`src/rtl/core/jpp_pkg.sv`:
```
// Package for the joystick packet parser: payload types and framing constants.
// No dependencies; compiled before the interfaces and the top level.
`default_nettype none

package jpp_pkg;

  typedef logic [7:0]        byte_t;
  typedef logic signed [7:0] axis_t;
  typedef logic [15:0]       word_t;
  typedef logic [2:0]        pos_t;

  // Framing and checksum constants
  localparam byte_t HEADER_BYTE = 8'hFF;
  localparam byte_t GOOD_SUM    = 8'hFF;
  localparam byte_t STICK_BIAS  = 8'h80;
  localparam int    DATA_BYTES  = 6;

  // Position codes: data byte index 0..5, checksum wait, header hunt
  localparam pos_t POS_FIRST = 3'd0;
  localparam pos_t POS_CHECK = 3'd6;
  localparam pos_t POS_HUNT  = 3'd7;

endpackage

`default_nettype wire

```
`src/rtl/core/jpp_in_if.sv`:
```
// Input channel of the joystick packet parser: one received serial byte per request.
// Depends on jpp_pkg.
`default_nettype none

interface jpp_in_if;
  import jpp_pkg::*;

  logic  valid;
  logic  ready;
  byte_t rx_byte;

  modport source (output valid, output rx_byte, input ready);
  modport sink (input valid, input rx_byte, output ready);
endinterface

`default_nettype wire

```
`src/rtl/core/jpp_out_if.sv`:
```
// Output channel of the joystick packet parser: one decoded packet per request.
// Depends on jpp_pkg.
`default_nettype none

interface jpp_out_if;
  import jpp_pkg::*;

  logic  valid;
  logic  ready;
  axis_t left_vert;
  axis_t left_horiz;
  axis_t right_vert;
  axis_t right_horiz;
  word_t pan_word;
  word_t tilt_word;
  byte_t button_bits;
  byte_t extension;

  modport source (
    output valid, output left_vert, output left_horiz, output right_vert,
    output right_horiz, output pan_word, output tilt_word, output button_bits,
    output extension, input ready
  );
  modport sink (
    input valid, input left_vert, input left_horiz, input right_vert,
    input right_horiz, input pan_word, input tilt_word, input button_bits,
    input extension, output ready
  );
endinterface

`default_nettype wire

```
`src/rtl/core/joystick_packet_parser_top.sv`:
```
// Top level of the joystick packet parser: header hunt, byte collection,
// checksum test and result register. Depends on jpp_pkg, jpp_in_if, jpp_out_if.
//
//   channel   | direction | handshake     | payload
//   ----------+-----------+---------------+------------------------------------
//   in_ch     | in        | valid/ready   | rx_byte
//   out_ch    | out       | valid/ready   | sticks, pan, tilt, buttons, ext.
//   cfg       | in        | cfg_we        | cfg_wdata (swap_sticks)
//
// One byte is taken per cycle unless in_ch stalls; position and checksum
// change only in a cycle that accepts a byte. A good packet shows on out_ch
// the cycle after its checksum byte. The result register holds one packet;
// in_ch stalls only while that register is full and not being taken. Reset
// (rst, synchronous) starts the header hunt and empties the result register.
`default_nettype none

module joystick_packet_parser_top (
  input  wire logic clk,
  input  wire logic rst,
  input  wire logic cfg_we,
  input  wire logic cfg_wdata,
  jpp_in_if.sink    in_ch,
  jpp_out_if.source out_ch
);
  import jpp_pkg::*;

  logic  swap_sticks;
  pos_t  position;
  pos_t  position_next;
  byte_t sum_acc;
  byte_t sum_acc_next;
  byte_t payload [DATA_BYTES];
  logic  out_valid;
  logic  accept;
  logic  store_byte;
  logic  emit;
  byte_t b;

  assign b         = in_ch.rx_byte;
  assign in_ch.ready = !out_valid || out_ch.ready;
  assign accept    = in_ch.valid && in_ch.ready;

  // Configuration register
  always_ff @(posedge clk) begin
    if (rst) begin
      swap_sticks <= 1'b0;
    end else if (cfg_we) begin
      swap_sticks <= cfg_wdata;
    end
  end

  // Framing: next position, running sum, byte store and good-packet test
  always_comb begin
    position_next = position;
    sum_acc_next  = sum_acc;
    store_byte    = 1'b0;
    emit          = 1'b0;
    if (position == POS_HUNT) begin
      if (b == HEADER_BYTE) begin
        position_next = POS_FIRST;
        sum_acc_next  = '0;
      end
    end else if (!(position == POS_FIRST && b == HEADER_BYTE)) begin
      sum_acc_next = sum_acc + b;
      if (position == POS_CHECK) begin
        position_next = POS_HUNT;
        emit          = (sum_acc_next == GOOD_SUM);
      end else begin
        position_next = position + 3'd1;
        store_byte    = 1'b1;
      end
    end
  end

  // Hold framing state
  always_ff @(posedge clk) begin
    if (rst) begin
      position <= POS_HUNT;
      sum_acc  <= '0;
    end else if (accept) begin
      position <= position_next;
      sum_acc  <= sum_acc_next;
    end
  end

  // Store data bytes
  always_ff @(posedge clk) begin
    if (accept && store_byte) begin
      payload[position] <= b;
    end
  end

  // Result valid: set on a good packet, drop when the request is taken
  always_ff @(posedge clk) begin
    if (rst) begin
      out_valid <= 1'b0;
    end else if (accept && emit) begin
      out_valid <= 1'b1;
    end else if (out_ch.ready) begin
      out_valid <= 1'b0;
    end
  end

  // Load result fields
  always_ff @(posedge clk) begin
    if (accept && emit) begin
      if (swap_sticks) begin
        out_ch.left_vert   <= axis_t'(payload[2] ^ STICK_BIAS);
        out_ch.left_horiz  <= axis_t'(payload[3] ^ STICK_BIAS);
        out_ch.right_vert  <= axis_t'(payload[0] ^ STICK_BIAS);
        out_ch.right_horiz <= axis_t'(payload[1] ^ STICK_BIAS);
      end else begin
        out_ch.left_vert   <= axis_t'(payload[0] ^ STICK_BIAS);
        out_ch.left_horiz  <= axis_t'(payload[1] ^ STICK_BIAS);
        out_ch.right_vert  <= axis_t'(payload[2] ^ STICK_BIAS);
        out_ch.right_horiz <= axis_t'(payload[3] ^ STICK_BIAS);
      end
      out_ch.pan_word    <= {payload[0], payload[1]};
      out_ch.tilt_word   <= {payload[2], payload[3]};
      out_ch.button_bits <= payload[4];
      out_ch.extension   <= payload[5];
    end
  end

  assign out_ch.valid = out_valid;

endmodule

`default_nettype wire
```
`src/flat_wrapper.sv`:
```
// flat-port wrapper written by rule: the top's interface ports become plain ports
module joystick_packet_parser_top_flat import jpp_pkg::*;
  (clk, rst, cfg_we, cfg_wdata, in_ch_valid, in_ch_rx_byte, in_ch_ready, out_ch_valid, out_ch_left_vert, out_ch_left_horiz, out_ch_right_vert, out_ch_right_horiz, out_ch_pan_word, out_ch_tilt_word, out_ch_button_bits, out_ch_extension, out_ch_ready);
  jpp_in_if in_ch_i ();
  jpp_out_if out_ch_i ();
  input  wire logic clk;
  input  wire logic rst;
  input  wire logic cfg_we;
  input  wire logic cfg_wdata;
  input wire logic [$bits(in_ch_i.valid)-1:0] in_ch_valid;
  input wire logic [$bits(in_ch_i.rx_byte)-1:0] in_ch_rx_byte;
  output wire logic [$bits(in_ch_i.ready)-1:0] in_ch_ready;
  output wire logic [$bits(out_ch_i.valid)-1:0] out_ch_valid;
  output wire logic [$bits(out_ch_i.left_vert)-1:0] out_ch_left_vert;
  output wire logic [$bits(out_ch_i.left_horiz)-1:0] out_ch_left_horiz;
  output wire logic [$bits(out_ch_i.right_vert)-1:0] out_ch_right_vert;
  output wire logic [$bits(out_ch_i.right_horiz)-1:0] out_ch_right_horiz;
  output wire logic [$bits(out_ch_i.pan_word)-1:0] out_ch_pan_word;
  output wire logic [$bits(out_ch_i.tilt_word)-1:0] out_ch_tilt_word;
  output wire logic [$bits(out_ch_i.button_bits)-1:0] out_ch_button_bits;
  output wire logic [$bits(out_ch_i.extension)-1:0] out_ch_extension;
  input wire logic [$bits(out_ch_i.ready)-1:0] out_ch_ready;
  assign in_ch_i.valid = in_ch_valid;
  assign in_ch_i.rx_byte = in_ch_rx_byte;
  assign in_ch_ready = in_ch_i.ready;
  assign out_ch_valid = out_ch_i.valid;
  assign out_ch_left_vert = out_ch_i.left_vert;
  assign out_ch_left_horiz = out_ch_i.left_horiz;
  assign out_ch_right_vert = out_ch_i.right_vert;
  assign out_ch_right_horiz = out_ch_i.right_horiz;
  assign out_ch_pan_word = out_ch_i.pan_word;
  assign out_ch_tilt_word = out_ch_i.tilt_word;
  assign out_ch_button_bits = out_ch_i.button_bits;
  assign out_ch_extension = out_ch_i.extension;
  assign out_ch_i.ready = out_ch_ready;
  joystick_packet_parser_top u_core (.clk(clk), .rst(rst), .cfg_we(cfg_we), .cfg_wdata(cfg_wdata), .in_ch(in_ch_i), .out_ch(out_ch_i));
endmodule
```
`config.mk`:
```
export PLATFORM = sky130hd
export DESIGN_NAME = joystick_packet_parser_top_flat
export DESIGN_NICKNAME = d
export VERILOG_FILES = /design/src/rtl/core/jpp_pkg.sv /design/src/rtl/core/jpp_in_if.sv /design/src/rtl/core/jpp_out_if.sv /design/src/rtl/core/joystick_packet_parser_top.sv /design/src/flat_wrapper.sv
export SDC_FILE = /design/constraint.sdc
export NUM_CORES = 1
export LEC_CHECK = 0
export BUFFER_PORTS_ARGS = -buffer_cell sky130_fd_sc_hd__buf_2
export CAP_MARGIN = 0
export CORE_MARGIN = 5
export CORE_UTILIZATION = 32
export DETAILED_ROUTE_END_ITERATION = 8
export SLEW_MARGIN = 5
export SYNTH_ARGS = -nofsm -noshare
export SYNTH_HDL_FRONTEND = slang
export SYNTH_SLANG_ARGS = --single-unit
```
`constraint.sdc`:
```
create_clock -name clk -period 15.45 [get_ports clk]
set_input_delay 3.09 -clock clk [delete_from_list [all_inputs] [get_ports clk]]
set_output_delay 3.09 -clock clk [all_outputs]
set_load 0.05 [all_outputs]
```
==> After elaboration in Yosys (flattened, before gate mapping) <==
Memory sizes are Yosys's and may differ from the RTL's. A register that Yosys moved wholly into a read port is not among the register bits.
Index checks and enable logic that the tools add are counted.
{ "word_totals": {"in_bits": 14, "mem_count": 1, "mem_bits_rw": 48, "word_cells": 53, "output_inout_bits": 82, "reg_bits": 77} }
{ "op_classes": {"n_bitwise": 4, "n_addsub": 2, "n_reduce_logical": 9, "n_eq_ne": 6, "mux": 21} }
{ "memory_table": {"columns": ["memory", "words", "word_bits", "rd", "rd_clocked_by_memory_dff", "wr", "line", "text"], "rows": [
  ["u_core.payload", 6, 8, 6, 2, 1, "joystick_packet_parser_top.sv:32", "byte_t payload [DATA_BYTES];"]
]} }
{ "ops": {"columns": ["operator", "n"], "rows": [
  ["$mux W8", 7],
  ["$eq A8 B8 Y1 const B", 2],
  ["$mux W3", 4],
  ["$mux W1", 10],
  ["$add A8 B8 Y8", 1],
  ["$eq A3 B3 Y1 const B", 2],
  ["$logic_and A1 B1 Y1", 4],
  ["$not A1 Y1", 4],
  ["$add A3 B1 Y3 const B", 1],
  ["$logic_not A3 Y1", 1],
  ["$reduce_and A3 Y1", 1],
  ["$ne A2 B1 Y1 const B", 1],
  ["$ne A2 B2 Y1 const B", 1],
  ["$reduce_bool A2 Y1", 1],
  ["$logic_not A1 Y1", 1],
  ["$logic_or A1 B1 Y1", 1]
]} }

==> Logic depth before layout (Yosys ltp) <==
Gate-level depths: netlist (run 1).
{ "logic_depth": {"ltp_word": 7, "mapped_depth": 8, "mapped_depth_nobuf": 7} }

==> Worst setup path before layout (run 1) <==
Ideal clock, no wire load.
{ "synth_timing": {"path_kind": "input to register", "from": "input port in_ch_rx_byte[0]", "to": "register u_core.out_ch.button_bits[0] (netlist: out_ch_button_bits[0]), read port of u_core.payload, enable pin", "arrival_time_ps": 10535, "setup_time_ps": 634, "stages": 6, "required_ps": 14816, "slack_ps": 4281, "n_path_buf": 0, "cell_sequence": "ha_1 > fa_1 > a211o_1 > nor2b_1 > o311ai_0 > nor3b_1"} }
{ "synth_between": {"elab_chain_len": 6, "word_cells_on_any_way": 8, "classes_between": "add/sub (1); eq/ne (2); mux (3); reduce/logical (2)"} }
{ "synth_lines": {"columns": ["item", "line", "text"], "rows": [
  ["from (decl)", "flat_wrapper.sv:11", "input wire logic [$bits(in_ch_i.rx_byte)-1:0] in_ch_rx_byte;"],
  ["$add A8 B8 Y8", "joystick_packet_parser_top.sv:64", "sum_acc_next = sum_acc + b;"],
  ["$eq A8 B8 Y1", "joystick_packet_parser_top.sv:67", "emit = (sum_acc_next == GOOD_SUM);"],
  ["$mux W1", "joystick_packet_parser_top.sv:65", "if (position == POS_CHECK) begin"],
  ["$mux W1 (*)", "joystick_packet_parser_top.sv:63", "end else if (!(position == POS_FIRST && b == HEADER_BYTE)) begin"],
  ["$mux W1 (*)", "joystick_packet_parser_top.sv:58", "if (position == POS_HUNT) begin"],
  ["$logic_and A1 B1 Y1 (*)", "joystick_packet_parser_top.sv:106", "if (accept && emit) begin"],
  ["to (decl)", "jpp_out_if.sv:21", "output right_horiz, output pan_word, output tilt_word, output button_bits,"]
]} }
Every way passes the cells marked *; elsewhere a longest branch is shown, timed or not.
A chain may end at the register's enable or synchronous reset.

==> Worst setup path after layout (run 1) <==
{ "layout_timing": {"from": "input port out_ch_ready", "to": "output port in_ch_ready"} }
{ "layout_between": {"elab_chain_len": 1} }
{ "layout_lines": {"columns": ["item", "line", "text"], "rows": [
  ["from (decl)", "flat_wrapper.sv:22", "input wire logic [$bits(out_ch_i.ready)-1:0] out_ch_ready;"],
  ["$logic_or A1 B1 Y1", "joystick_packet_parser_top.sv:40", "assign in_ch.ready = !out_valid || out_ch.ready;"],
  ["to (decl)", "flat_wrapper.sv:12", "output wire logic [$bits(in_ch_i.ready)-1:0] in_ch_ready;"]
]} }
Every way passes these cells.

==> results of run 1 <==
## layout make-up
class	instances	area, um2
Multi-Input combinational cell	124	1100
Clock inverter	15	161
Tap cell	216	270
Timing Repair Buffer	104	543
Clock buffer	17	425
Inverter	7	26.3
Fill cell	1418	9310
Sequential cell	141	4110
## critical path, stage by stage
cell      delay (ns)
buf_2           0.08
nand2b_1        0.17
buf_2           0.30
## synth_stat cells (all sizes together) (2+ instances only)
library cell / count / area [um2]
a211o: 3 / 26.3
mux2i: 5 / 50.1
clkbuf: 7 / 26.3
o21ai: 3 / 15.0
nor4b: 4 / 35.0
a22oi: 7 / 52.6
nor3b: 2 / 15.0
nand2: 6 / 22.5
o211ai: 2 / 15.0
nor2b: 2 / 12.5
a2111o: 2 / 22.5
xor2: 4 / 35.0
mux2: 28 / 315
a21oi: 3 / 18.8
a221o: 3 / 30.0
dfxtp: 13 / 260
nand4: 5 / 31.3
edfxtp: 128 / 3840
ha: 11 / 138
nand2b: 3 / 18.8
a211oi: 2 / 27.5
inv: 7 / 26.3
nor4: 3 / 18.8
nor2: 13 / 48.8
## metal layers
metal  share of wire [%]  vias up  routed length, um
met5                   0        -                  0
met4                 2.2        0                227
met3                 4.9       13                511
met2                  52       79               5380
met1                  41     1421               4290
li1                    -     1342                  -
## power groups by stage
stage | combinational, mW | clock [mW] | sequential [mW]
floorplan | 0.0820 | 0 | 0.442
global placement | 0.104 | 0 | 0.449
detailed placement | 0.108 | 0 | 0.450
CTS | 0.108 | 0.407 | 0.442
global route | 0.120 | 0.425 | 0.443
finish | 0.107 | 0.399 | 0.442
## worst max path at each step
stage                           from                     to  slack (ns)  cells past startpoint
detailed placement      out_ch_ready            in_ch_ready        8.71                      3
finish                  out_ch_ready            in_ch_ready        8.71                      3
floorplan           in_ch_rx_byte[0]  out_ch_button_bits[0]        4.28                      6
global placement        out_ch_ready            in_ch_ready        8.71                      3
global route            out_ch_ready            in_ch_ready        8.68                      3
CTS                     out_ch_ready            in_ch_ready        8.71                      3
## state kept, by name, summed over array words and instances (netlist names)
name,count
u_core.position,3
u_core.sum_acc,8
u_core.out_ch.tilt_word,16
u_core.out_ch.right_horiz,8
u_core.out_ch.right_vert,8
u_core.out_ch.pan_word,16
u_core.out_ch.left_horiz,8
u_core.out_ch.valid,1
u_core.out_ch.left_vert,8
out_ch_extension,8
u_core.payload,48
out_ch_button_bits,8
u_core.swap_sticks,1
## kinds of logic after synthesis
family                     synth area share, %
AOI/OAI and AO/OA                         5.08
xor gates and xnor gates                 0.839
adders and majority gates                 3.02
buffers and inverters                     1.10
DFF                                       78.6
muxes                                     7.00
and+or+nand+nor                           4.36
## stage by stage
step	hold WS (ns)	instances
CTS	0.421	624
finish	0.418	624
global route	0.433	624
floorplan	0.400	280
detailed placement	0.410	592
global placement	0.403	592
==> out/qor.csv, run 1 <==
metric,value,unit
outcome,completed,
pin_count,96,
period_needed,6.74,ns
gr-usage-met3,3.32,%
vias,2855,
place_congestion,0.781,
critical_path_arrival,3.65,ns
io_buffers,95,
hp-class,flop to flop,
drcViolationCount,0,
cp_max_fo,4,
drt.antenna.violating_nets,0,
hold_end,out_ch_button_bits[5],
start_util,32.7,%
grt_antenna_before_repair,0,
seqPwrFrac,46.6,%
tightest_slew,0.828,ns
drt-pass1-iter-count,4,
grt.busiest_layer,met2,
wl_per_cell,16.7,um
avgViaCountPerCell,4.58,
crit_required,12.36,ns
setup_tns,0,ns
timing.rr.start,u_core.sum_acc[0],
p_total,0.948,mW
clkPwrFrac,42.1,%
hold_path_depth,0,
combPwrFrac,11.3,%
cts_buffer_depth,2,
worstSetupPathType,input port to primary output,
endpoint_kind,primary output,
grt_max_degree,43,
drive_gt1_share,42.4,%
dp_slack,8.71,ns
yosysWarnings,0,
htree_levels,4,
rsz0062_at_grt,no,
cts_hold_buf,0,
cts_repair_resize_count,0,
cts_buffers,17,
die_y,138,um
setup_violations,0,
slew_viol_final,0,
ff2ff_setup_slack,12.18,ns
num_rows,46,
worstReg2RegEnd,u_core.out_ch.right_vert[3],
grt_pass1_wl,15500,um
slew_headroom,44.8,%
async_flop_share,0,%
finClkSkew,0.00838,ns
hpwl,7070,um
p_int,0.713,mW
rr_worst_depth,7,
ir_drop,0.0000743,V
fp.coreArea,0.0159,mm2
cts_setup_buffers,0,
dieArea,0.0190,mm2
fin_util,41.6,%
die_w,138,um
drt_iter0_markers,160,
period_share,43.6,%
use_met2,19.1,%
min_from,u_core.payload[4][5],
synthDistinctLibCells,40,
area_delta_synth_final,27.1,%
grt_overflow,0,
yosysSeqAreaShare,78.6,%
ys_ff_latch,141,
swShare,24.8,%
synth_area_per_cell,18.6,um2
final_cell_mix,"edfxtp_1 (128), buf_2 (95), mux2_2 (28), clkbuf_16 (17), nor2_1 (13)",
antenna_cells,0,
p_switching,0.235,mW
gr-usage-met1,12.8,%
max-cap-violations,0,
fmax,148,MHz
synthCells,280,
final_common_cell,edfxtp_1,
cts_tree,yes,
nets,421,
powerDensity,143,mW/mm2
routed_wl,10400,um
clk_pin_slew,0.06,ns
fin_ws,8.71,ns
synth-edff-count,128,
grt_use_total,11.1,%
ys.flop_type,edfxtp_1,
worstSkewPairLatency,0.41,ns
dpl_cell_area,0.00605,mm2
cts_root_buffer,clkbuf_16,
p_leak,2.38,nW
cts.sinks,141,
syn_nets,306,
hold_violations,0,
synthesis.area,0.00522,mm2
grt_pass1_vias,2927,
start_kind,input port,
stdcell_area,0.00663,mm2
Note: power is estimated with default switching activity, not from simulation.
==> run 2, diff against run 1 <==
Settings changed: ABC_AREA set to 1.
Clock period 15.45 ns to 6.5 ns, I/O delays scaled along.
==> run 2 against run 1 <==
  * Clock power grew to 2.6 times the previous value
  * Cell area fell by 0.41%
  * Register-to-register slack worse by 8.4 ns
  * Flip-flop and latch count unchanged
  * Highest routed layer is now met5
  * Critical endpoint is now u_core.out_ch.left_horiz[4]
  * Critical path depth increased by 9
==> out/qor.csv, run 2 <==
metric,value,unit
fmax,283,MHz
timing.rr.start,u_core.sum_acc[0],
async_flop_share,0,%
setup_violations,0,
hp-class,flop to flop,
max-cap-violations,0,
hold_violations,0,
period_share,54.4,%
slew_viol_final,0,
period_needed,3.53,ns
crit_chain,buf_2 > ha_1 > fa_1 > nand2_1 > inv_1 > nor2_1 > nand2_1 > nor2_1 > nand3_1 > nand3b_1 > nor3_4 > buf_4,
ys.flop_type,edfxtp_1,
reg_top3,"u_core.payload: 48 flops, u_core.out_ch.pan_word: 16 flops, u_core.out_ch.tilt_word: 16 flops",
powerDensity,346,mW/mm2
cts_setup_buffers,0,
routed_wl,10400,um
start_kind,input port,
p_leak,2.56,nW
endpoint_kind,flop,
ff2ff_setup_slack,3.74,ns
io_buffers,95,
grt_pass1_wl,16000,um
place_congestion,0.807,
rr_worst_depth,11,
cts_root_buffer,clkbuf_16,
cts_buffer_depth,2,
drive_gt1_share,27.1,%
synthTopCellsByArea,"edfxtp_1 (73%), dfxtp_1 (5.0%), nand2_1 (4.7%)",
grt_overflow,0,
drcViolationCount,0,
regMostFlops,u_core.payload,
cts_tree,yes,
critPathMaxStageDelay,0.54,ns
syn_nets,400,
cts.sinks,141,
fp.coreArea,0.0160,mm2
min_from,u_core.payload[4][2],
die_w,138,um
drt_iter0_markers,221,
synth_most_common_cell,edfxtp_1,
cts_repair_resize_count,0,
final_cell_mix,"edfxtp_1 (128), buf_2 (95), nand2_1 (66), inv_1 (38), nor2_1 (31)",
setup_tns,0,ns
worstSetupPathType,input port to flop,
yosysSeqAreaShare,78.3,%
rsz0062_at_grt,no,
clk_pin_slew,0.06,ns
finClkSkew,0.00745,ns
dpl_cell_area,0.00598,mm2
hpwl,7220,um
fin_ws,2.97,ns
stdcell_area,0.00661,mm2
dieArea,0.0190,mm2
area_delta_synth_final,26.0,%
drt-pass1-iter-count,4,
tightest_slew,1.02,ns
antenna_cells,0,
cts_hold_buf,0,
crit_family,simple AND/OR/NAND/NOR gates,
synthDistinctLibCells,27,
worstSkewPairLatency,0.41,ns
grt_pass1_vias,3039,
crit_buf_inv,3,
synthesis.area,0.00524,mm2
avgViaCountPerCell,4.35,
hold_end,out_ch_button_bits[2],
regArea,0.00411,mm2
synth_area_per_cell,14.0,um2
worstReg2RegEnd,u_core.out_ch.left_horiz[4],
hold_path_depth,0,
grt_use_total,11.5,%
dp_slack,2.55,ns
ir_drop,0.000201,V
crit_required,6.54,ns
final_cells,711,
htree_levels,4,
num_rows,46,
critical_path_arrival,3.58,ns
p_total,2.29,mW
grt_max_degree,66,
cts_buffers,17,
synth-edff-count,128,
cp_slowest_cell,buf_4,
start_util,32.8,%
pin_count,96,
yosysWarnings,0,
final_common_cell,edfxtp_1,
slew_headroom,31.7,%
cp_max_fo,52,
grt_antenna_before_repair,1,
multiInputGateArea,961,um2
ys_ff_latch,141,
wl_per_cell,14.7,um
yosys.area.top_type_share,73.3,%
synth_largest_area_cell,edfxtp_1,
outcome,completed,
synthCells,374,
fillCellCount,1501,
largest_reg_flops,48,
die_y,138,um
placedCellCount,679,
synthTopCellsByCount,"edfxtp_1 (128), nand2_1 (66), inv_1 (38), nor2_1 (31), a21oi_1 (29)",
vias,3095,
drt.antenna.violating_nets,0,
nets,508,
==> run 2: changes by cell type in the layout (fill, tap and decap cells not counted), sizes merged, moves of 10 or more <==
cell   before  now
a21oi       3   30
inv        13   39
mux2       28    0
nand2       6   68
nand3       1   11
nor2       13   32
o21ai       3   20
==> run 2: area by class of cell <==
cell class | count | area share [%]
tap | 216 | 4.09
clock buffer | 18 | 6.50
timing repair buffer | 97 | 7.42
sequential | 141 | 62.1
clock inverter | 14 | 3.01
multi-input combinational | 185 | 14.5
inverter | 40 | 2.29
==> run 2: cell families (layout without fill, tap and decap cells) <==
group | Yosys count | in the layout | synth area share (%)
compound gates | 52 | 52 | 5.13
xor+xnor | 2 | 2 | 0.478
fa+ha+maj | 12 | 12 | 3.01
buf+inv | 48 | 169 | 3.49
flops | 141 | 141 | 78.3
simple gates | 119 | 119 | 9.60
==> run 2: how the worst max path moves through the flow <==
stage,from,to,slack [ns],depth (start not counted)
global placement,in_ch_rx_byte[0],u_core.out_ch.left_horiz[6],2.62,12
floorplan,in_ch_rx_byte[0],out_ch_button_bits[0],0.42,10
finish,in_ch_rx_byte[0],u_core.out_ch.left_horiz[4],2.97,12
detailed placement,in_ch_rx_byte[0],u_core.out_ch.tilt_word[6],2.55,12
CTS,in_ch_rx_byte[0],u_core.out_ch.tilt_word[3],2.99,12
global route,in_ch_rx_byte[0],u_core.out_ch.left_horiz[5],2.82,12
==> run 2: routing by layer <==
| layer | vias up | track usage, % | wire length [um] |
|---|---|---|---|
| met3 | 19 | 5.15 | 837 |
| met1 | 1431 | 13.7 | 4440 |
| met2 | 110 | 18.2 | 4940 |
| met4 | 2 | 4.50 | 201 |
| li1 | 1533 | - | - |
| met5 | - | 0 | 11 |
==> run 2: worst reg2reg max path, stage by stage (launching register included) <==
cell and delay, ns:
dfxtp_1 0.31, ha_1 0.21, fa_1 0.42, nand2_1 0.11, inv_1 0.04, nor2_1 0.13
nand2_1 0.06, nor2_1 0.09, nand3_1 0.10, nand3b_1 0.21, nor3_4 0.14, buf_4 0.54
==> run 2: power breakdown <==
group          total [mW]  switching, mW  internal [mW]
clock network        1.02          0.348          0.674
registers            1.04         0.0251           1.02
logic               0.223          0.149         0.0744
==> run 2: metrics by stage <==
step                      hold WS [ns]  util (%)
after floorplan                  0.400         -
after global placement           0.404      37.4
after detailed placement         0.405      37.4
after CTS                        0.418      41.3
after global routing             0.423      41.3
final                            0.417      41.3
